===== config.mk =====
export PLATFORM = sky130hd
export DESIGN_NAME = imu_flip_side_detector
export DESIGN_NICKNAME = d
export VERILOG_FILES = /design/src/rtl/imufsd_pkg.sv /design/src/rtl/imufsd_core.sv /design/src/rtl/imu_flip_side_detector.sv
export SDC_FILE = /design/constraint.sdc
export NUM_CORES = 1
export LEC_CHECK = 0
export BUFFER_PORTS_ARGS = -buffer_cell sky130_fd_sc_hd__buf_2
export CAP_MARGIN = 25
export CELL_PAD_IN_SITES_DETAIL_PLACEMENT = 0
export CELL_PAD_IN_SITES_GLOBAL_PLACEMENT = 1
export CORE_ASPECT_RATIO = 1.25
export CORE_UTILIZATION = 47
export DETAILED_ROUTE_END_ITERATION = 12
export GPL_TIMING_DRIVEN = 0
export HOLD_SLACK_MARGIN = 0.12
export PLACE_DENSITY = 0.81
export SLEW_MARGIN = 20
export SYNTH_ARGS = -nofsm -noshare
export SYNTH_HDL_FRONTEND = slang
export SYNTH_SLANG_ARGS = --single-unit
export TNS_END_PERCENT = 50

===== constraint.sdc =====
create_clock -name clk -period 6.85 [get_ports clk]
set_input_delay 0.685 -clock clk [delete_from_list [all_inputs] [get_ports clk]]
set_output_delay 0.685 -clock clk [all_outputs]
set_load 0.005 [all_outputs]

===== src/rtl/imufsd_pkg.sv =====
package imufsd_pkg;

    localparam logic [15:0] ONE_G_Q12 = 16'd4096;

    localparam logic [15:0] SPIKE_THRESHOLD_RST    = 16'd2048;
    localparam logic [15:0] SETTLE_TOLERANCE_RST   = 16'd410;
    localparam logic [15:0] SETTLE_GYRO_LIMIT_RST  = 16'd160;
    localparam logic [15:0] WAIT_TIMEOUT_MS_RST    = 16'd3000;
    localparam logic [15:0] SETTLE_HOLD_MS_RST     = 16'd300;
    localparam logic [15:0] SUPPRESS_WINDOW_MS_RST = 16'd1500;

    localparam logic [2:0] REG_SPIKE_THRESHOLD    = 3'd0;
    localparam logic [2:0] REG_SETTLE_TOLERANCE   = 3'd1;
    localparam logic [2:0] REG_SETTLE_GYRO_LIMIT  = 3'd2;
    localparam logic [2:0] REG_WAIT_TIMEOUT_MS    = 3'd3;
    localparam logic [2:0] REG_SETTLE_HOLD_MS     = 3'd4;
    localparam logic [2:0] REG_SUPPRESS_WINDOW_MS = 3'd5;

    typedef enum logic [0:0] {
        OP_SAMPLE = 1'b0,
        OP_TOGGLE = 1'b1
    } op_t;

    typedef struct packed {
        logic [15:0] spike_threshold;
        logic [15:0] settle_tolerance;
        logic [15:0] settle_gyro_limit;
        logic [15:0] wait_timeout_ms;
        logic [15:0] settle_hold_ms;
        logic [15:0] suppress_window_ms;
    } cfg_t;

    typedef struct packed {
        op_t                operation;
        logic [31:0]        time_ms;
        logic [15:0]        accel_magnitude;
        logic [15:0]        gyro_magnitude;
        logic signed [15:0] gravity_alignment;
    } item_t;

    typedef struct packed {
        logic        phase_waiting;
        logic        side_b;
        logic        settle_active;
        logic [31:0] wait_start_time;
        logic [31:0] settle_start_time;
        logic [31:0] suppress_end_time;
        logic        suppress_armed;
    } state_t;

    typedef struct packed {
        logic settling_now;
        logic waiting;
        logic switched;
        logic current_side;
    } result_t;

endpackage


===== src/rtl/imufsd_core.sv =====
module imufsd_core (
    input  imufsd_pkg::cfg_t    cfg,
    input  imufsd_pkg::item_t   item,
    input  imufsd_pkg::state_t  state,
    output imufsd_pkg::state_t  state_next,
    output imufsd_pkg::result_t result
);
    import imufsd_pkg::*;

    logic [15:0] dev;
    logic [31:0] left;
    logic        suppress_active;
    logic [31:0] elapsed;
    logic        timed_out;
    logic        settled;
    logic [31:0] settle_base;
    logic        held;
    logic        grav_neg;
    logic        grav_pos;
    logic        flip;
    logic        switched;

    always_comb
    begin
        dev         = (item.accel_magnitude >= ONE_G_Q12)
                    ? (item.accel_magnitude - ONE_G_Q12)
                    : (ONE_G_Q12 - item.accel_magnitude);
        left        = state.suppress_end_time - item.time_ms;
        suppress_active = state.suppress_armed && (left != 32'd0) && !left[31];
        elapsed     = item.time_ms - state.wait_start_time;
        timed_out   = elapsed > {16'd0, cfg.wait_timeout_ms};
        settled     = (dev <= cfg.settle_tolerance)
                    && (item.gyro_magnitude < cfg.settle_gyro_limit);
        settle_base = state.settle_active ? state.settle_start_time : item.time_ms;
        held        = (item.time_ms - settle_base) >= {16'd0, cfg.settle_hold_ms};
        grav_neg    = item.gravity_alignment[15];
        grav_pos    = !grav_neg && (item.gravity_alignment != 16'sd0);
        flip        = state.side_b ? grav_pos : grav_neg;

        state_next = state;
        switched   = 1'b0;

        if (item.operation == OP_TOGGLE)
        begin
            state_next.side_b            = !state.side_b;
            switched                     = 1'b1;
            state_next.suppress_end_time = item.time_ms + {16'd0, cfg.suppress_window_ms};
            state_next.suppress_armed    = 1'b1;
            state_next.phase_waiting     = 1'b0;
            state_next.settle_active     = 1'b0;
        end
        else if (!state.phase_waiting)
        begin
            if ((dev > cfg.spike_threshold) && !suppress_active)
            begin
                state_next.suppress_armed  = 1'b0;
                state_next.phase_waiting   = 1'b1;
                state_next.wait_start_time = item.time_ms;
                state_next.settle_active   = 1'b0;
            end
        end
        else if (timed_out)
        begin
            state_next.phase_waiting = 1'b0;
            state_next.settle_active = 1'b0;
        end
        else if (settled)
        begin
            state_next.settle_active     = 1'b1;
            state_next.settle_start_time = settle_base;
            if (held)
            begin
                if (flip)
                begin
                    state_next.side_b = !state.side_b;
                    switched          = 1'b1;
                end
                state_next.phase_waiting = 1'b0;
                state_next.settle_active = 1'b0;
            end
        end
        else
        begin
            state_next.settle_active = 1'b0;
        end

        result.current_side = state_next.side_b;
        result.switched     = switched;
        result.waiting      = state_next.phase_waiting;
        result.settling_now = state_next.settle_active;
    end

endmodule


===== src/rtl/imu_flip_side_detector.sv =====
// IMU flip side detector
//
// Input stream (s_axis): one item per handshake. tuser carries the operation
// (0 = sensor sample, 1 = manual side toggle); tdata carries time_ms, accel
// magnitude, gyro magnitude and gravity alignment. Output stream (m_axis):
// exactly one item per input item, in order, with current side, switched,
// waiting and settling flags.
//
// An accepted item lands in an input register; the detector update then runs
// from that register and loads the output register once it is free. One item
// per cycle is sustained while the receiver accepts: the state update
// is a single pass of compares and 32-bit subtractions between the two
// registers.
//
// When the receiver stalls, the result is held in the output register and
// one further item waits in the input register; s_axis_tready drops only
// when both are full. Thresholds and time windows sit in APB registers and
// may be changed while the block is idle.
// Reset clears both valid flags, returns side A in the stable phase with
// suppression disarmed, and loads the register defaults.
module imu_flip_side_detector (
    input  logic        clk,
    input  logic        rst_n,

    input  logic        s_axis_tvalid,
    output logic        s_axis_tready,
    input  logic [79:0] s_axis_tdata,  // time_ms, accel_magnitude, gyro_magnitude,
                                       // gravity_alignment
    input  logic [0:0]  s_axis_tuser,  // operation

    output logic        m_axis_tvalid,
    input  logic        m_axis_tready,
    output logic [7:0]  m_axis_tdata,  // current_side, switched, waiting,
                                       // settling_now, 4 bits zero

    input  logic        psel,
    input  logic        penable,
    input  logic        pwrite,
    input  logic [4:0]  paddr,
    input  logic [31:0] pwdata,
    output logic [31:0] prdata,
    output logic        pready
);
    import imufsd_pkg::*;

    cfg_t    cfg_reg;
    item_t   in_item_reg;
    logic    in_valid_reg;
    state_t  state_reg;
    state_t  state_next;
    result_t result_next;
    result_t out_reg;
    logic    out_valid_reg;
    logic    advance;
    logic    cfg_write;

    assign pready    = 1'b1;
    assign cfg_write = psel && penable && pwrite;

    always_comb
    begin
        case (paddr[4:2])
            REG_SPIKE_THRESHOLD:    prdata = {16'd0, cfg_reg.spike_threshold};
            REG_SETTLE_TOLERANCE:   prdata = {16'd0, cfg_reg.settle_tolerance};
            REG_SETTLE_GYRO_LIMIT:  prdata = {16'd0, cfg_reg.settle_gyro_limit};
            REG_WAIT_TIMEOUT_MS:    prdata = {16'd0, cfg_reg.wait_timeout_ms};
            REG_SETTLE_HOLD_MS:     prdata = {16'd0, cfg_reg.settle_hold_ms};
            REG_SUPPRESS_WINDOW_MS: prdata = {16'd0, cfg_reg.suppress_window_ms};
            default:                prdata = 32'd0;
        endcase
    end

    always_ff @(posedge clk or negedge rst_n)
    begin
        if (!rst_n)
        begin
            cfg_reg.spike_threshold    <= SPIKE_THRESHOLD_RST;
            cfg_reg.settle_tolerance   <= SETTLE_TOLERANCE_RST;
            cfg_reg.settle_gyro_limit  <= SETTLE_GYRO_LIMIT_RST;
            cfg_reg.wait_timeout_ms    <= WAIT_TIMEOUT_MS_RST;
            cfg_reg.settle_hold_ms     <= SETTLE_HOLD_MS_RST;
            cfg_reg.suppress_window_ms <= SUPPRESS_WINDOW_MS_RST;
        end
        else if (cfg_write)
        begin
            case (paddr[4:2])
                REG_SPIKE_THRESHOLD:    cfg_reg.spike_threshold    <= pwdata[15:0];
                REG_SETTLE_TOLERANCE:   cfg_reg.settle_tolerance   <= pwdata[15:0];
                REG_SETTLE_GYRO_LIMIT:  cfg_reg.settle_gyro_limit  <= pwdata[15:0];
                REG_WAIT_TIMEOUT_MS:    cfg_reg.wait_timeout_ms    <= pwdata[15:0];
                REG_SETTLE_HOLD_MS:     cfg_reg.settle_hold_ms     <= pwdata[15:0];
                REG_SUPPRESS_WINDOW_MS: cfg_reg.suppress_window_ms <= pwdata[15:0];
                default:                ;
            endcase
        end
    end

    assign advance       = in_valid_reg && (!out_valid_reg || m_axis_tready);
    assign s_axis_tready = !in_valid_reg || advance;

    // hold the item until the output register can take its result
    always_ff @(posedge clk or negedge rst_n)
    begin
        if (!rst_n)
        begin
            in_valid_reg <= 1'b0;
        end
        else if (s_axis_tvalid && s_axis_tready)
        begin
            in_valid_reg <= 1'b1;
        end
        else if (advance)
        begin
            in_valid_reg <= 1'b0;
        end
    end

    always_ff @(posedge clk)
    begin
        if (s_axis_tvalid && s_axis_tready)
        begin
            in_item_reg.operation         <= op_t'(s_axis_tuser);
            in_item_reg.time_ms           <= s_axis_tdata[31:0];
            in_item_reg.accel_magnitude   <= s_axis_tdata[47:32];
            in_item_reg.gyro_magnitude    <= s_axis_tdata[63:48];
            in_item_reg.gravity_alignment <= s_axis_tdata[79:64];
        end
    end

    imufsd_core u_core (
        .cfg        (cfg_reg),
        .item       (in_item_reg),
        .state      (state_reg),
        .state_next (state_next),
        .result     (result_next)
    );

    always_ff @(posedge clk or negedge rst_n)
    begin
        if (!rst_n)
        begin
            state_reg     <= '0;
            out_valid_reg <= 1'b0;
        end
        else if (advance)
        begin
            state_reg     <= state_next;
            out_valid_reg <= 1'b1;
        end
        else if (m_axis_tready)
        begin
            out_valid_reg <= 1'b0;
        end
    end

    always_ff @(posedge clk)
    begin
        if (advance)
        begin
            out_reg <= result_next;
        end
    end

    assign m_axis_tvalid = out_valid_reg;
    assign m_axis_tdata  = {4'd0, out_reg};

endmodule


==> results.toml, run 1 <==
[status]
status = "completed"

[final_layout]
stdcell_count = 3023
syn_to_final_growth_pct = 13.5
final_nets = 2755
largest_reg_flops = 100
antenna_cells = 0
drive_gt1_share_pct = 12.9

[drt]
ant_nets = 0
vias = 17608
drt-vias-per-instance = 5.82
drtPass1Iterations = 6
detail_route.iter0.violations = 1038
wl_per_cell_um = 20.7
drc = 0
totalWireLength_um = 62500

[placement]
dp_hpwl_um = 50500
place.port_buffers = 127
place_inst = 2958
post-place-ws_ns = -0.612
routabilityCongestion = 0.924

[global_routing]
grt_start_max_net_pins = 87
grt_usage_pct = 28.1
met3_usage_pct = 3.15
grt.busiest_layer = "met2"
grt_pass1_vias = 17481
grt_pass1_wl_um = 96500
grt.met2_usage_pct = 51.2
antenna_found_initial = 0
grt_util_met1_pct = 31.3
grt.overflow.total = 0

[timing]
max-slew-margin-rel_pct = 43.1
min_period_over_period_pct = 94.0
finalSetupViolCount = 0
fin_skew_ns = 0.0253
period_needed_ns = 6.44
fmaxAchievable_mhz = 155
setup_slack_ns = 0.411
hold_viol = 0
tightestPinTransition_ns = 0.854
holdWs_ns = 0.308
rsz0062_at_grt = "false"
drv_slew = 0

[setup_path]
r2r-end = "m_axis_tdata[2]"
critPathMaxStageDelay_ns = 0.53
regToRegSetupSlack_ns = 0.41
cp-end-kind = "flip-flop"
crit_path_start_kind = "flip-flop"
rr_startpoint = "state_reg[97]"
r2r_cells = 22
crit_fanout = 10
crit_path_top_delay_cell = "dfrtp_2"
crit_path_start = "state_reg[97]"
required_ns = 7.23
path_cells = "clkbuf_4 -> mux2i_1 -> ha_1 -> a21oi_1 -> nand2_1 -> o211ai_1 -> buf_4 -> a21oi_1 -> a311oi_4 -> o21ai_0 -> xor2_1 -> ha_1 -> nand2_1 -> o21ai_0 -> a2111oi_0 -> nand4_1 -> a211oi_1 -> and4_1 -> nand4_1 -> a2111oi_4 -> o21ai_0 -> a21oi_1"
critPathArrivalTime_ns = 6.82
crit_type = "reg -> reg"

[cts]
h-tree-depth = 2
clock-sinks = 283
clkLatencyLatePin_ns = 0.55
path_clk_slew_ns = 0.06
cts.path.max_buffers = 3
root_buffer = "clkbuf_16"
numCtsBuffers = 35
cts_tree = "yes"

[logic_synthesis]
synth_top_flop_cell = "dfrtp_1"
synth-simple-area-share_pct = 14.5
syn_area_sq_um = 20400
synth.largest_area_cell = "dfrtp_1"
postSynthAreaPerCell_sq_um = 9.11
ys_async_sr_fraction_pct = 70.0
synth_cells = 2243
synthXorXnorAreaFrac_pct = 3.60
yosysUniqueCellTypes = 89
synthAdderAreaFrac_pct = 12.3
yosys_warnings = 0
synth_top_family_by_area = "compound AO/OA/AOI/OAI gates"
synthMuxAreaShare_pct = 6.36
synth-edff-count = 85
ys_seq_elements = 283
synth-seq-area-share_pct = 36.9
synth_top_area_share_pct = 21.1
synth_compound_area_share_pct = 19.9
synthTopCellsByArea = "dfrtp_1 (21%), edfxtp_1 (12%), ha_1 (12%)"

[hold_path]
hold_path.startpoint = "s_axis_tdata[53]"
hold_class = "in -> reg"
hold_path_end = "in_item_reg[21]"
hold_path_depth = 1

[power]
p_per_area_nw_per_um2 = 324
vdd_drop_max_mv = 0.237
p_leak_nw = 10.6
finalPower_mw = 7.52

[floorplan]
start_util_pct = 47.6
fp.dieW_um = 188
rows = 85
design.die.area_sq_um = 44300
coreArea_sq_um = 43000
io_pins = 168
die_h_um = 235

[job]
cap_violations = 0
[timing repair]
item	in CTS	in global routing
setup buffers	0	2
endpoints found under the hold margin	43	0
gates resized for setup	3	9
setup endpoints to repair	7	40
cloned	0	0
hold buffers	1	0
pin swaps	0	3
[routing by layer]
layer	share of wire (%)	up-vias
met4	6.6	0
met2	51	468
met3	3.5	173
li1	-	8495
met5	0	-
met1	39	8472
[layout by cell type (no fill, tap or decap), types with 14 or more instances in the layout]
master	Yosys	layout
nor2_1	106	106
xor2_1	33	33
nor3_1	39	39
o21a_1	21	21
nor4_1	16	14
o31ai_1	16	16
dfrtp_1	172	171
nor2b_1	20	20
nand2_1	236	236
buf_2	9	136
o211ai_1	16	16
mux2_2	27	27
nand4_1	38	38
conb_1	2	21
o221ai_1	17	17
clkbuf_16	0	35
dfstp_2	26	26
inv_1	217	217
edfxtp_1	85	85
o21ai_0	186	186
a21oi_1	128	128
a21o_1	57	57
ha_1	194	194
buf_4	22	23
a211oi_1	26	26
mux2i_1	96	96
or3_1	17	16
clkbuf_1	60	70
nand3_1	45	45
xnor2_1	51	51
nand2b_1	21	21
[stage by stage]
stage,util [%],setup TNS (ns),instance area (sq um)
6_report,54.0,0,23200
5_1_grt,54.0,0,23200
4_1_cts,53.8,0,23100
3_5_place_dp,51.1,-3.29,21900
3_3_place_gp,50.8,-2.57,21800
2_1_floorplan,-,0,20500
[report_power, final]
group	switching [mW]	internal, mW	total (mW)
sequential	0.196	2.09	2.29
clock	0.750	1.11	1.86
combinational	2.05	1.32	3.37
total	3.00	4.52	7.52
[worst max-delay path by stage]
stage | endpoint | slack (ns) | cells past startpoint
after CTS | state_reg[81] | 0.03 | 22
after global placement | m_axis_tdata[2] | -0.53 | 22
final | m_axis_tdata[2] | 0.41 | 22
after global routing | m_axis_tdata[2] | 0.01 | 23
after detailed placement | m_axis_tdata[2] | -0.61 | 22
after floorplan | m_axis_tdata[0] | 1.48 | 22
[Yosys cell counts (11+ instances only)]
cell type and instances:
nand2_1 236, inv_1 217, ha_1 194, o21ai_0 186
dfrtp_1 172, a21oi_1 128, nor2_1 106, mux2i_1 96
edfxtp_1 85, clkbuf_1 60, a21o_1 57, xnor2_1 51
nand3_1 45, nor3_1 39, nand4_1 38, xor2_1 33
mux2_2 27, a211oi_1 26, dfstp_2 26, buf_4 22
nand2b_1 21, o21a_1 21, nor2b_1 20, o221ai_1 17
or3_1 17, nor4_1 16, o211ai_1 16, o31ai_1 16
a221oi_1 13, a22oi_1 13, and3_1 13, a2111oi_0 12
and2_1 12, a31oi_1 11
[logic make-up after synthesis]
group / after synthesis
other cells: 2
xor+xnor: 84
buf+inv: 318
flops: 283
simple gates: 611
compound gates: 621
fa+ha+maj: 198
mux: 126
[layout make-up]
type	count	area (sq um)
repair buffers	134	763
plain buffers	97	493
well taps	565	707
fillers	4009	19800
inverters	220	826
clock buffers	51	976
flip-flops and latches	283	7540
clock inverters	12	166
multi-input cells	1661	11700
[worst max-delay path, delay by kind of cell (launching register included)]
kind                     cells  cell delay (ns)
AO/OA/AOI/OAI               11             3.10
AND/OR/NAND/NOR              5             0.95
adder cells (fa/ha/maj)      2             0.61
buffers and inverters        2             0.54
flip-flops                   1             0.53
multiplexers                 1             0.36
XOR/XNOR                     1             0.18
(Power assumes the default switching activity.)
==> inputs of run 2 (changes only) <==
GPL_TIMING_DRIVEN = unset   (was 0)
==> run 2 against run 1 <==
Sequential power barely moved. Sequential cell count did not move. Maximum frequency fell by 0.70%. Non-clock buffer count fell by 83. Core utilization fell by 1.1 points. Die area did not move. Via count fell by 4.0%. Global-route usage fell by 1.6 points. Power fell by 0.11%. Combinational power fell by 1%. Clock skew fell by 0.0051 ns. Largest cell class unchanged. Largest power group unchanged.
==> results.toml, run 2 (synthesis results as in run 1) <==
[final_layout]
post-route-util_pct = 52.9
regArea_sq_um = 7540
final_common_cell = "nand2_1"
multiInputGateArea_sq_um = 11700
syn_to_final_growth_pct = 11.2
nFillCells = 4013
largest_reg_flops = 100
antenna_cells = 0
drive_gt1_share_pct = 12.3
design_area_sq_um = 22700
final_cell_mix = "nand2_1 (235), inv_1 (217), ha_1 (194)"
final_nets = 2671

[global_routing]
grt.busiest_layer = "met2"
grt_pass1_wl_um = 92300
grt.met2_usage_pct = 49.0
met3_usage_pct = 3.03
grt_start_max_net_pins = 82
grt_util_met1_pct = 30.8
grt.overflow.total = 0
antenna_found_initial = 0
grt_pass1_vias = 17014
grt_usage_pct = 26.6

[power]
switchingPower_mw = 2.96
vdd_drop_max_mv = 0.189
p_per_area_nw_per_um2 = 331
finalPower_mw = 7.51
clkPwrFrac_pct = 25.4
sw_frac_of_total_pct = 39.3
seqPwrFrac_pct = 30.4
p_leak_nw = 10.4
p_int_mw = 4.56
comb_power_share_pct = 44.2

[drt]
wl_per_cell_um = 19.9
ant_nets = 0
totalWireLength_um = 58600
drtPass1Iterations = 5
vias = 16912
drc = 0
drt-vias-per-instance = 5.76
detail_route.iter0.violations = 958

[setup_path]
crit_path_start_kind = "flip-flop"
cp_top_family = "compound AO/OA/AOI/OAI gates"
r2r-end = "state_reg[54]"
crit_path_top_delay_cell = "a2111oi_0"
cp_num_buf_inv = 1
regToRegSetupSlack_ns = 0.37
crit_type = "reg -> reg"
required_ns = 7.26
critPathArrivalTime_ns = 6.90
r2r_cells = 21
critPathMaxStageDelay_ns = 0.54
crit_fanout = 19
path_cells = "ha_1 -> nor2b_1 -> o31ai_1 -> a211o_1 -> o21ai_0 -> nand2_1 -> a21oi_1 -> xor2_1 -> ha_1 -> nand3_1 -> nor3_1 -> a221o_1 -> o31ai_1 -> o2111ai_1 -> a2111oi_0 -> o2111ai_1 -> nand4b_1 -> nor4_4 -> nand2_2 -> buf_4 -> mux2i_1"
cp-end-kind = "flip-flop"
rr_startpoint = "in_item_reg[49]"

[placement]
place.port_buffers = 128
dpl_cell_area_sq_um = 21600
routabilityCongestion = 0.913
post-place-ws_ns = 0.414
dp_hpwl_um = 46200

[cts]
cts_hold_buf = 0
numCtsBuffers = 34
path_clk_slew_ns = 0.07
post_cts_buffers = 0
h-tree-depth = 2
cts.path.max_buffers = 3
cts_tree = "yes"
root_buffer = "clkbuf_16"
clkLatencyLatePin_ns = 0.55
clock-sinks = 283

[floorplan]
io_pins = 168
design.die.area_sq_um = 44300
fp.dieW_um = 188
rows = 85
coreArea_sq_um = 43000
die_h_um = 235
start_util_pct = 47.6

[status]
status = "completed"

[timing]
min_period_over_period_pct = 94.7
fmaxAchievable_mhz = 154
rsz0062_at_grt = "false"
hold_viol = 0
drv_slew = 0
max-slew-margin-rel_pct = 39.4
setup_slack_ns = 0.366
tightestPinTransition_ns = 0.909
fin_skew_ns = 0.0201
finalSetupViolCount = 0
period_needed_ns = 6.48
tns_ns = 0

[hold_path]
hold_class = "in -> async"

[job]
cap_violations = 0
-- run 2: per-stage QoR --
step	std cells	hold slack (ns)
global route	2938	0.195
floorplan	2262	0.389
detailed placement	2877	0.468
CTS	2938	0.177
global placement	2875	0.461
finish	2938	0.145
-- run 2: what timing repair did --
item	4_1_cts	5_1_grt
resized for setup	0	1
setup endpoints to repair	0	2
hold endpoints to repair	0	0
-- run 2: worst register-to-register path, stage by stage, from the launching register on --
cell and delay [ns]:
edfxtp_1 0.53, ha_1 0.34, nor2b_1 0.21, o31ai_1 0.13, a211o_1 0.35, o21ai_0 0.32, nand2_1 0.12, a21oi_1 0.19
xor2_1 0.27, ha_1 0.30, nand3_1 0.16, nor3_1 0.08, a221o_1 0.32, o31ai_1 0.46, o2111ai_1 0.18, a2111oi_0 0.54
o2111ai_1 0.20, nand4b_1 0.31, nor4_4 0.41, nand2_2 0.37, buf_4 0.38, mux2i_1 0.18
-- run 2: power by group through the flow --
| stage | Combinational [mW] | Clock [mW] | Sequential [mW] |
|---|---|---|---|
| 2_1_floorplan | 2.44 | 0 | 2.23 |
| 3_3_place_gp | 3.23 | 0 | 2.31 |
| 3_5_place_dp | 3.28 | 0 | 2.31 |
| 4_1_cts | 3.31 | 1.95 | 2.28 |
| 5_1_grt | 3.72 | 2.00 | 2.31 |
| 6_report | 3.32 | 1.91 | 2.28 |
-- run 2: how the worst max path moves through the flow --
stage / from / end / cells past startpoint
floorplan: state_reg[97] / m_axis_tdata[0] / 22
global placement: in_item_reg[48] / state_reg[56] / 21
detailed placement: in_item_reg[48] / state_reg[63] / 21
CTS: in_item_reg[48] / state_reg[53] / 21
global route: in_item_reg[49] / m_axis_tdata[0] / 23
finish: in_item_reg[49] / state_reg[54] / 21
-- run 2: routing by layer --
layer,up-vias,share of wire [%]
met5,-,0
met2,394,52
met4,0,4.0
li1,8311,-
met3,111,3.6
met1,8096,40
-- run 2: cell type report --
| cell class | count | area share, % |
|---|---|---|
| multi-input cells | 1661 | 51.3 |
| flip-flops and latches | 283 | 33.2 |
| clock inverters | 12 | 0.611 |
| inverters | 220 | 3.63 |
| clock buffers | 49 | 4.54 |
| repair buffers | 148 | 3.59 |
| well taps | 565 | 3.11 |
